$ cat config.mk
export PLATFORM = sky130hd
export DESIGN_NAME = lqrsf_gain_mem
export DESIGN_NICKNAME = d
export VERILOG_FILES = /design/src/rtl/lqrsf_pkg.sv /design/src/rtl/lqrsf_gain_mem.sv
export SDC_FILE = /design/constraint.sdc
export NUM_CORES = 1
export LEC_CHECK = 0
export BUFFER_PORTS_ARGS = -buffer_cell sky130_fd_sc_hd__buf_2
export CAP_MARGIN = 20
export CORE_ASPECT_RATIO = 0.5
export CORE_MARGIN = 5
export CORE_UTILIZATION = 45
export DETAILED_ROUTE_END_ITERATION = 10
export GPL_TIMING_DRIVEN = 0
export HOLD_SLACK_MARGIN = 0.1
export SYNTH_ARGS = -nofsm -noshare
export SYNTH_HDL_FRONTEND = slang
export SYNTH_SLANG_ARGS = --single-unit
$ cat constraint.sdc
create_clock -name clock -period 4.3 [get_ports clock]
set_input_delay 1.075 -clock clock [delete_from_list [all_inputs] [get_ports clock]]
set_output_delay 1.075 -clock clock [all_outputs]
set_load 0.01 [all_outputs]
$ cat src/rtl/lqrsf_pkg.sv
`timescale 1ns / 1ps
`default_nettype none

package lqrsf_pkg;

   // Problem size
   localparam int STATE_COMPONENTS = 12;
   localparam int COMMAND_OUTPUTS  = 4;
   localparam int GAIN_DEPTH       = STATE_COMPONENTS * COMMAND_OUTPUTS;
   localparam int COL_W            = $clog2(STATE_COMPONENTS);
   localparam int ROW_W            = $clog2(COMMAND_OUTPUTS);

   // Number formats
   localparam int Q_W    = 32;
   localparam int ACC_W  = 48;
   localparam int PROD_W = 2 * Q_W;
   localparam int FRAC_W = 16;

   // Yaw wrap constants, Q16.16
   localparam int YAW_COMPONENT = 8;
   localparam int PI_Q16        = 205887;
   localparam int TWO_PI_Q16    = 411775;

   // Stream layout
   localparam int REQ_TDATA_W = 264;
   localparam int REQ_TUSER_W = 2;
   localparam int RSP_TDATA_W = 136;

   // Result queue
   localparam int RSP_DEPTH = 8;
   localparam int RSP_PTR_W = $clog2(RSP_DEPTH);
   localparam int RSP_CNT_W = $clog2(RSP_DEPTH + 1);

   // Configuration registers
   localparam int CSR_ADDR_W         = 4;
   localparam int CSR_DATA_W         = 32;
   localparam int DELAY_LIMIT_W      = 31;
   localparam int STALE_LIMIT_W      = 16;
   localparam int THRUST_CEIL_W      = 31;
   localparam int DELAY_LIMIT_RESET  = 200;
   localparam int STALE_LIMIT_RESET  = 100;
   localparam int THRUST_CEIL_RESET  = 524288;

   typedef enum logic [1:0] {
      CSR_DELAY_LIMIT = 2'd0,
      CSR_STALE_LIMIT = 2'd1,
      CSR_THRUST_CEIL = 2'd2
   } csr_reg_type;

   typedef enum logic [1:0] {
      ACT_LOAD_GAIN  = 2'd0,
      ACT_SET_STAMP  = 2'd1,
      ACT_BEGIN_STEP = 2'd2,
      ACT_COMPONENT  = 2'd3
   } action_type;

   // Single gain word write into the column-organized store
   typedef struct packed {
      logic             en;
      logic [ROW_W-1:0] row;
      logic [COL_W-1:0] col;
      logic [Q_W-1:0]   data;
   } gain_wr_type;

   // Gain table after reset, Q16.16
   function automatic logic [Q_W-1:0] default_gain(input logic [ROW_W-1:0] row,
                                                   input logic [COL_W-1:0] col);
      logic [Q_W-1:0] g;
      g = '0;
      case ({row, col})
         {2'd0, 4'd2}:  g = Q_W'(286563);
         {2'd0, 4'd5}:  g = Q_W'(177327);
         {2'd1, 4'd1}:  g = Q_W'(-19117);
         {2'd1, 4'd4}:  g = Q_W'(-14562);
         {2'd1, 4'd6}:  g = Q_W'(44342);
         {2'd1, 4'd9}:  g = Q_W'(6914);
         {2'd2, 4'd0}:  g = Q_W'(18809);
         {2'd2, 4'd3}:  g = Q_W'(14326);
         {2'd2, 4'd7}:  g = Q_W'(43601);
         {2'd2, 4'd10}: g = Q_W'(6796);
         {2'd3, 4'd8}:  g = Q_W'(2438);
         {2'd3, 4'd11}: g = Q_W'(7786);
         default:       g = '0;
      endcase
      return g;
   endfunction

endpackage

`default_nettype wire

$ cat src/rtl/lqrsf_gain_mem.sv
`timescale 1ns / 1ps
`default_nettype none

module lqrsf_gain_mem import lqrsf_pkg::*; (
   input  wire logic                               clock,
   input  wire logic                               reset,
   input  wire gain_wr_type                        wr,
   input  wire logic                               rd_en,
   input  wire logic [COL_W-1:0]                   rd_col,
   output logic      [COMMAND_OUTPUTS-1:0][Q_W-1:0] rd_gain
);

   // One word per state component, holding the gains of all command rows
   logic [COMMAND_OUTPUTS-1:0][Q_W-1:0] mem [STATE_COMPONENTS];
   logic [COMMAND_OUTPUTS-1:0]          vld_ff [STATE_COMPONENTS];

   logic [COMMAND_OUTPUTS-1:0][Q_W-1:0] rd_q_ff;
   logic [COMMAND_OUTPUTS-1:0]          rd_vld_ff;
   logic [COL_W-1:0]                    rd_col_ff;

   // Write one row lane of a column word
   always_ff @(posedge clock) begin
      if (wr.en) begin
         mem[wr.col][wr.row] <= wr.data;
      end
   end

   // Track lanes written since reset
   always_ff @(posedge clock) begin
      if (reset) begin
         for (int c = 0; c < STATE_COMPONENTS; c++) begin
            vld_ff[c] <= '0;
         end
      end else if (wr.en) begin
         vld_ff[wr.col][wr.row] <= 1'b1;
      end
   end

   // Registered column read
   always_ff @(posedge clock) begin
      if (rd_en) begin
         rd_q_ff   <= mem[rd_col];
         rd_vld_ff <= vld_ff[rd_col];
         rd_col_ff <= rd_col;
      end
   end

   // Unwritten lanes read as the reset table
   always_comb begin
      for (int r = 0; r < COMMAND_OUTPUTS; r++) begin
         rd_gain[r] = rd_vld_ff[r] ? rd_q_ff[r] : default_gain(ROW_W'(r), rd_col_ff);
      end
   end

endmodule

`default_nettype wire

## Word-level counts from Yosys, hierarchy flattened

Memory sizes are Yosys's and may differ from the RTL's. A register that Yosys moved wholly into a read port is not among the register bits.
Cells that the tools add are included.
W data, S select, Z words.

| cells by class | value |
|---|---|
| $lt $le $gt $ge | 2 |
| equal/unequal tests | 11 |
| multiplexer cells | 21 |
| reduce and logical (&&, ||, !) cells | 3 |

Operator list:

| kind | number |
|---|---|
| $mux W32 | 5 |
| $mux W128 | 1 |
| $pmux W32 S4 | 1 |
| $demux W32 S2 | 1 |
| $pmux W16 S4 | 1 |
| $pmux W19 S2 | 1 |
| $pmux W13 S2 | 1 |
| $eq A4 B3 Y1 const B | 4 |
| $eq A4 B4 Y1 const B | 4 |
| $mux W4 | 4 |
| $eq A4 B2 Y1 const B | 2 |
| $mux W1 | 5 |
| $eq A4 B1 Y1 const B | 1 |
| $logic_not A4 Y1 | 1 |
| $reduce_or A4 Y1 | 1 |
| $lt A2 B3 Y1 const B | 1 |
| $demux W1 S2 | 1 |
| $ge A2 B1 Y1 const B | 1 |
| $logic_and A1 B1 Y1 | 1 |

| word-level totals | value |
|---|---|
| register bits after elaboration | 4 |
| RAM bits | 1,584 |
| input port bits | 46 |
| output and inout port bits | 128 |
| logic and storage cells | 40 |
| memories | 2 |

Memories:

| memory | depth | bits a word | rd ports | clocked after memory_dff | write ports | RTL line | source |
|---|---|---|---|---|---|---|---|
| mem | 12 | 128 | 1 | 1 | 1 | lqrsf_gain_mem.sv:14 | `logic [COMMAND_OUTPUTS-1:0][Q_W-1:0] mem [STATE_COMPONENTS];` |
| vld_ff | 12 | 4 | 1 | 1 | 12 | lqrsf_gain_mem.sv:15 | `logic [COMMAND_OUTPUTS-1:0] vld_ff [STATE_COMPONENTS];` |

## Longest topological paths before layout

| logic depth | value |
|---|---|
| depth after elaboration | 7 |
| mapped depth | 6 |
| mapped depth without buffers | 3 |

## Least setup slack after synthesis

OpenSTA, ideal clock, no wires.

| timing | value |
|---|---|
| kind | input -> register |
| from | input port wr[35] (netlist bit) |
| to | memory mem[11][0] (netlist bit) (enable) |
| setup time | 421 ps |
| data arrival time | 3,266 ps |
| data required time | 3,879 ps |
| path slack | 612 ps |
| cell stages on the path | 5 |
| buffers on the path | 2 |
| path through | buf_2 -> clkbuf_1 -> nor2b_1 -> nand3_1 -> nor2_1 |

RTL lines:

| what | RTL line | source |
|---|---|---|
| start, declared | lqrsf_gain_mem.sv:7 | `input wire gain_wr_type wr,` |
| end, declared | lqrsf_gain_mem.sv:14 |  |

Straight into the memory's write port.

==> results.toml <==
[status]
status = "finished, final reports clean"

[pwr]
internal_power_uw = 27300
sequentialPowerShare_pct = 54.1
net_switching_fraction_of_the_power_pct = 21.6
power-per-cell-area_nw_per_um2 = 449
power.clock.fraction_pct = 40.0
power.ir.vdd_worst_v = 0.000325
comb_power_share_pct = 6.0
total_leakage_power_uw = 0.0262
power.switching_uw = 7550

[logic_synthesis]
complex_gate_fraction_of_the_synthesized_area_pct = 5.55
mappedNetlistArea_um2 = 67400
synth-main-ff-cell = "sky130_fd_sc_hd__edfxtp_1"
postSynthRegisterBits = 1736
synth_top_family_by_area = "multiplexers"
ys_seq_area_share_pct = 76.4
postSynth.asyncResetShare_pct = 0
synthesis.area_per_instance_um2 = 18.8
synthAdderAreaFrac_pct = 0
synth_warnings = 0
synthSimpleGateAreaFrac_pct = 3.26
synth.mux.area_fraction_pct = 12.9
yosys.cell_types.count = 45
synthesis.instances = 3592
syn-num-nets = 3638
synth_edf_count = 1672
synth_xor_area_share_pct = 0.0260

[place]
port_buffers = 167
dp.final_hpwl_um = 114000
place.gp.congestion = 0.810
post_dp_cell_area_um2 = 72200

[global_route]
first_global_vias = 35669
grt_start_max_net_pins = 90
antenna_found_initial = 16
globalRoute.totalOverflow = 0
wire_length_of_the_first_global_routing_pass_um = 253000
grtUsageTotal_pct = 22.2

[sta]
final-setup-viol-count = 0
normalized_max_slew_margin_pct = 25.2
report.final.slew_viol_count = 0
max_freq_mhz = 250
fin_crit_ns = 4.01
clock-skew-final_ns = 0.0198
worst_tran_pin_value_ns = 1.12
period_share_pct = 93.2
grt_setup_unrepaired = "false"
setup_total_negative_slack_ns = 0
final-hold-violation-count = 0

[route]
route.detailed.drc = 0
mean_routed_wirelength_per_cell_um = 29.0
viasPerCell = 5.75
dr.first_iter.drc_count = 3706
antenna_left = 0
routed-via-count = 35154
total_iterations_of_the_first_detailed_routing_run = 5
routed_wl_um = 177000

[finish]
multi_input_area_um2 = 15000
regArea_um2 = 51500
filler_cell_count = 11744
drive_gt1_share_pct = 26.5
layout-area-overhead-vs-synth_pct = 15.2
postLayoutCellArea_um2 = 77600
num-nets-final = 4038

[floorplan]
floorplan.die.height_um = 284
design.core.area_um2 = 149000
pin_count = 174
floorplan.initialDensity_pct = 45.3
die_area_um2 = 158000
placementRows = 100
die-width_um = 557

[clock_network]
clkTransAtPathRegs_ns = 0.06
post_cts_hold_buffer_count = 0
clock_tree_from_tritoncts = "built"
clkSinkCount = 1736
postCtsSetupBuffers = 0
cts_buffers = 156
clock_insertion_delay_worst_skew_ns = 0.78
cts_root_buf = "sky130_fd_sc_hd__clkbuf_16"
clock_tree.htree_level_count = 4
cts.path.max_buffers = 3

[critical_path]
worst-endpoint-arrival_ns = 2.93
timing.critical_path.from_type = "flip-flop"
path_class = "reg -> out"
crit_path_end_kind = "output port"
crit_path_max_fanout = 10
cp.required_ns = 3.22
r2r_slack_ns = 2.32

[min_path]
hold_path_class = "reg -> reg"

[run]
max_cap_violations = 0
[cell usage after synthesis, drive strengths merged, types with 54 or more instances]
| cell type | n | area share, % |
|---|---|---|
| nor2 | 110 | 0.61 |
| nand2 | 248 | 1.4 |
| dfxtp | 64 | 1.9 |
| mux4 | 144 | 4.8 |
| a22o | 130 | 1.7 |
| mux2i | 256 | 3.8 |
| clkbuf | 94 | 0.53 |
| and2 | 54 | 0.50 |
| o22ai | 128 | 1.2 |
| buf | 128 | 1.3 |
| o31ai | 130 | 1.8 |
| mux2 | 258 | 4.3 |
| edfxtp | 1672 | 75 |
[per-layer routing]
layer,share of wire (%),global-route usage (%)
met1,42,31.1
met2,47,35.4
met3,8.1,4.78
met4,2.1,6.22
met5,0.012,0
[timing repair]
item,CTS,global route
setup endpoints to repair,9,0
hold endpoints to repair,0,0
gates resized for setup,1,0
[registers in the layout, indices dropped and copies added, names as in the netlist]
name / flops
rd_col_ff: 4
rd_q_ff: 128
vld_ff: 64
mem: 1536
rd_vld_ff: 4
[final cells by class]
| class | count | share of cell area [%] |
|---|---|---|
| diodes | 3 | 0.00967 |
| plain buffers | 222 | 1.57 |
| clock buffers | 199 | 5.50 |
| clock inverters | 84 | 0.993 |
| inverters | 3 | 0.0145 |
| multi-input cells | 1631 | 19.4 |
| flip-flops and latches | 1736 | 66.3 |
| well taps | 1989 | 3.21 |
| repair buffers | 242 | 3.03 |
[worst paths after layout]
path	endpoint	cells after the start	from
setup reg to reg	rd_vld_ff[1]	3	vld_ff[3][1]
hold / removal	vld_ff[13][3]	1	vld_ff[13][3]
setup / recovery	rd_gain[125]	3	rd_vld_ff[3]
hold reg to reg	vld_ff[13][3]	1	vld_ff[13][3]
[through the flow]
stage               worst slack [ns]  util, %  instances  hold slack [ns]  total power, uW
floorplan                      0.612        -       3592            0.400            20300
global placement               -1.75     47.5       5748            0.408            21200
detailed placement             0.103     48.5       5800            0.417            21300
CTS                           0.0896     51.9       6083            0.433            35100
global route                   0.120     52.2       6106            0.449            35900
finish                         0.294     52.2       6109            0.435            34900
[worst max-delay path, stage by stage, from the launching register on]
cell and delay [ns]:
sky130_fd_sc_hd__edfxtp_1 0.82, sky130_fd_sc_hd__clkbuf_1 0.77, sky130_fd_sc_hd__and2_1 0.37, sky130_fd_sc_hd__buf_2 0.18
[cells by family (layout without fill, tap and decap cells)]
| group | after synthesis | in the layout |
|---|---|---|
| buf+inv | 225 | 750 |
| xor+xnor | 2 | 2 |
| other cells | 0 | 3 |
| compound gates | 489 | 489 |
| simple gates | 482 | 482 |
| flops | 1736 | 1736 |
| mux | 658 | 658 |
[placed cells by master (no fill, tap or decap), types with 5 or more instances in the layout]
cell | netlist | layout
sky130_fd_sc_hd__o22ai_1 | 128 | 128
sky130_fd_sc_hd__and4bb_2 | 5 | 5
sky130_fd_sc_hd__nor2_4 | 0 | 48
sky130_fd_sc_hd__o31ai_2 | 45 | 45
sky130_fd_sc_hd__nor3_1 | 5 | 5
sky130_fd_sc_hd__bufinv_16 | 0 | 13
sky130_fd_sc_hd__buf_1 | 16 | 16
sky130_fd_sc_hd__buf_6 | 13 | 13
sky130_fd_sc_hd__edfxtp_1 | 1672 | 1672
sky130_fd_sc_hd__buf_12 | 0 | 60
sky130_fd_sc_hd__mux2i_1 | 256 | 256
sky130_fd_sc_hd__o31ai_1 | 85 | 85
sky130_fd_sc_hd__clkbuf_1 | 93 | 121
sky130_fd_sc_hd__a21o_1 | 31 | 31
sky130_fd_sc_hd__clkbuf_16 | 0 | 165
sky130_fd_sc_hd__a22o_1 | 130 | 130
sky130_fd_sc_hd__nor2b_1 | 10 | 10
sky130_fd_sc_hd__clkinv_1 | 0 | 25
sky130_fd_sc_hd__buf_4 | 63 | 64
sky130_fd_sc_hd__buf_8 | 0 | 5
sky130_fd_sc_hd__clkinvlp_4 | 0 | 9
sky130_fd_sc_hd__mux2_2 | 258 | 258
sky130_fd_sc_hd__nand3_1 | 15 | 15
sky130_fd_sc_hd__mux4_2 | 144 | 144
sky130_fd_sc_hd__buf_16 | 0 | 8
sky130_fd_sc_hd__inv_6 | 0 | 8
sky130_fd_sc_hd__nor3b_1 | 7 | 7
sky130_fd_sc_hd__a21oi_1 | 53 | 53
sky130_fd_sc_hd__o21ai_0 | 10 | 10
sky130_fd_sc_hd__nor2_1 | 110 | 62
sky130_fd_sc_hd__buf_2 | 36 | 202
sky130_fd_sc_hd__clkinv_2 | 0 | 28
sky130_fd_sc_hd__dfxtp_1 | 64 | 64
sky130_fd_sc_hd__and2_1 | 54 | 54
sky130_fd_sc_hd__nand2_1 | 247 | 247
[power by group through the flow]
| stage | sequential (uW) | clock (uW) | combinational (uW) |
|---|---|---|---|
| floorplan | 19200 | 0 | 1080 |
| global placement | 19200 | 0 | 1970 |
| finish | 18900 | 13900 | 2080 |
| detailed placement | 19200 | 0 | 2050 |
| global route | 18900 | 14800 | 2200 |
| CTS | 18900 | 14100 | 2050 |
(Power assumes the default switching activity.)
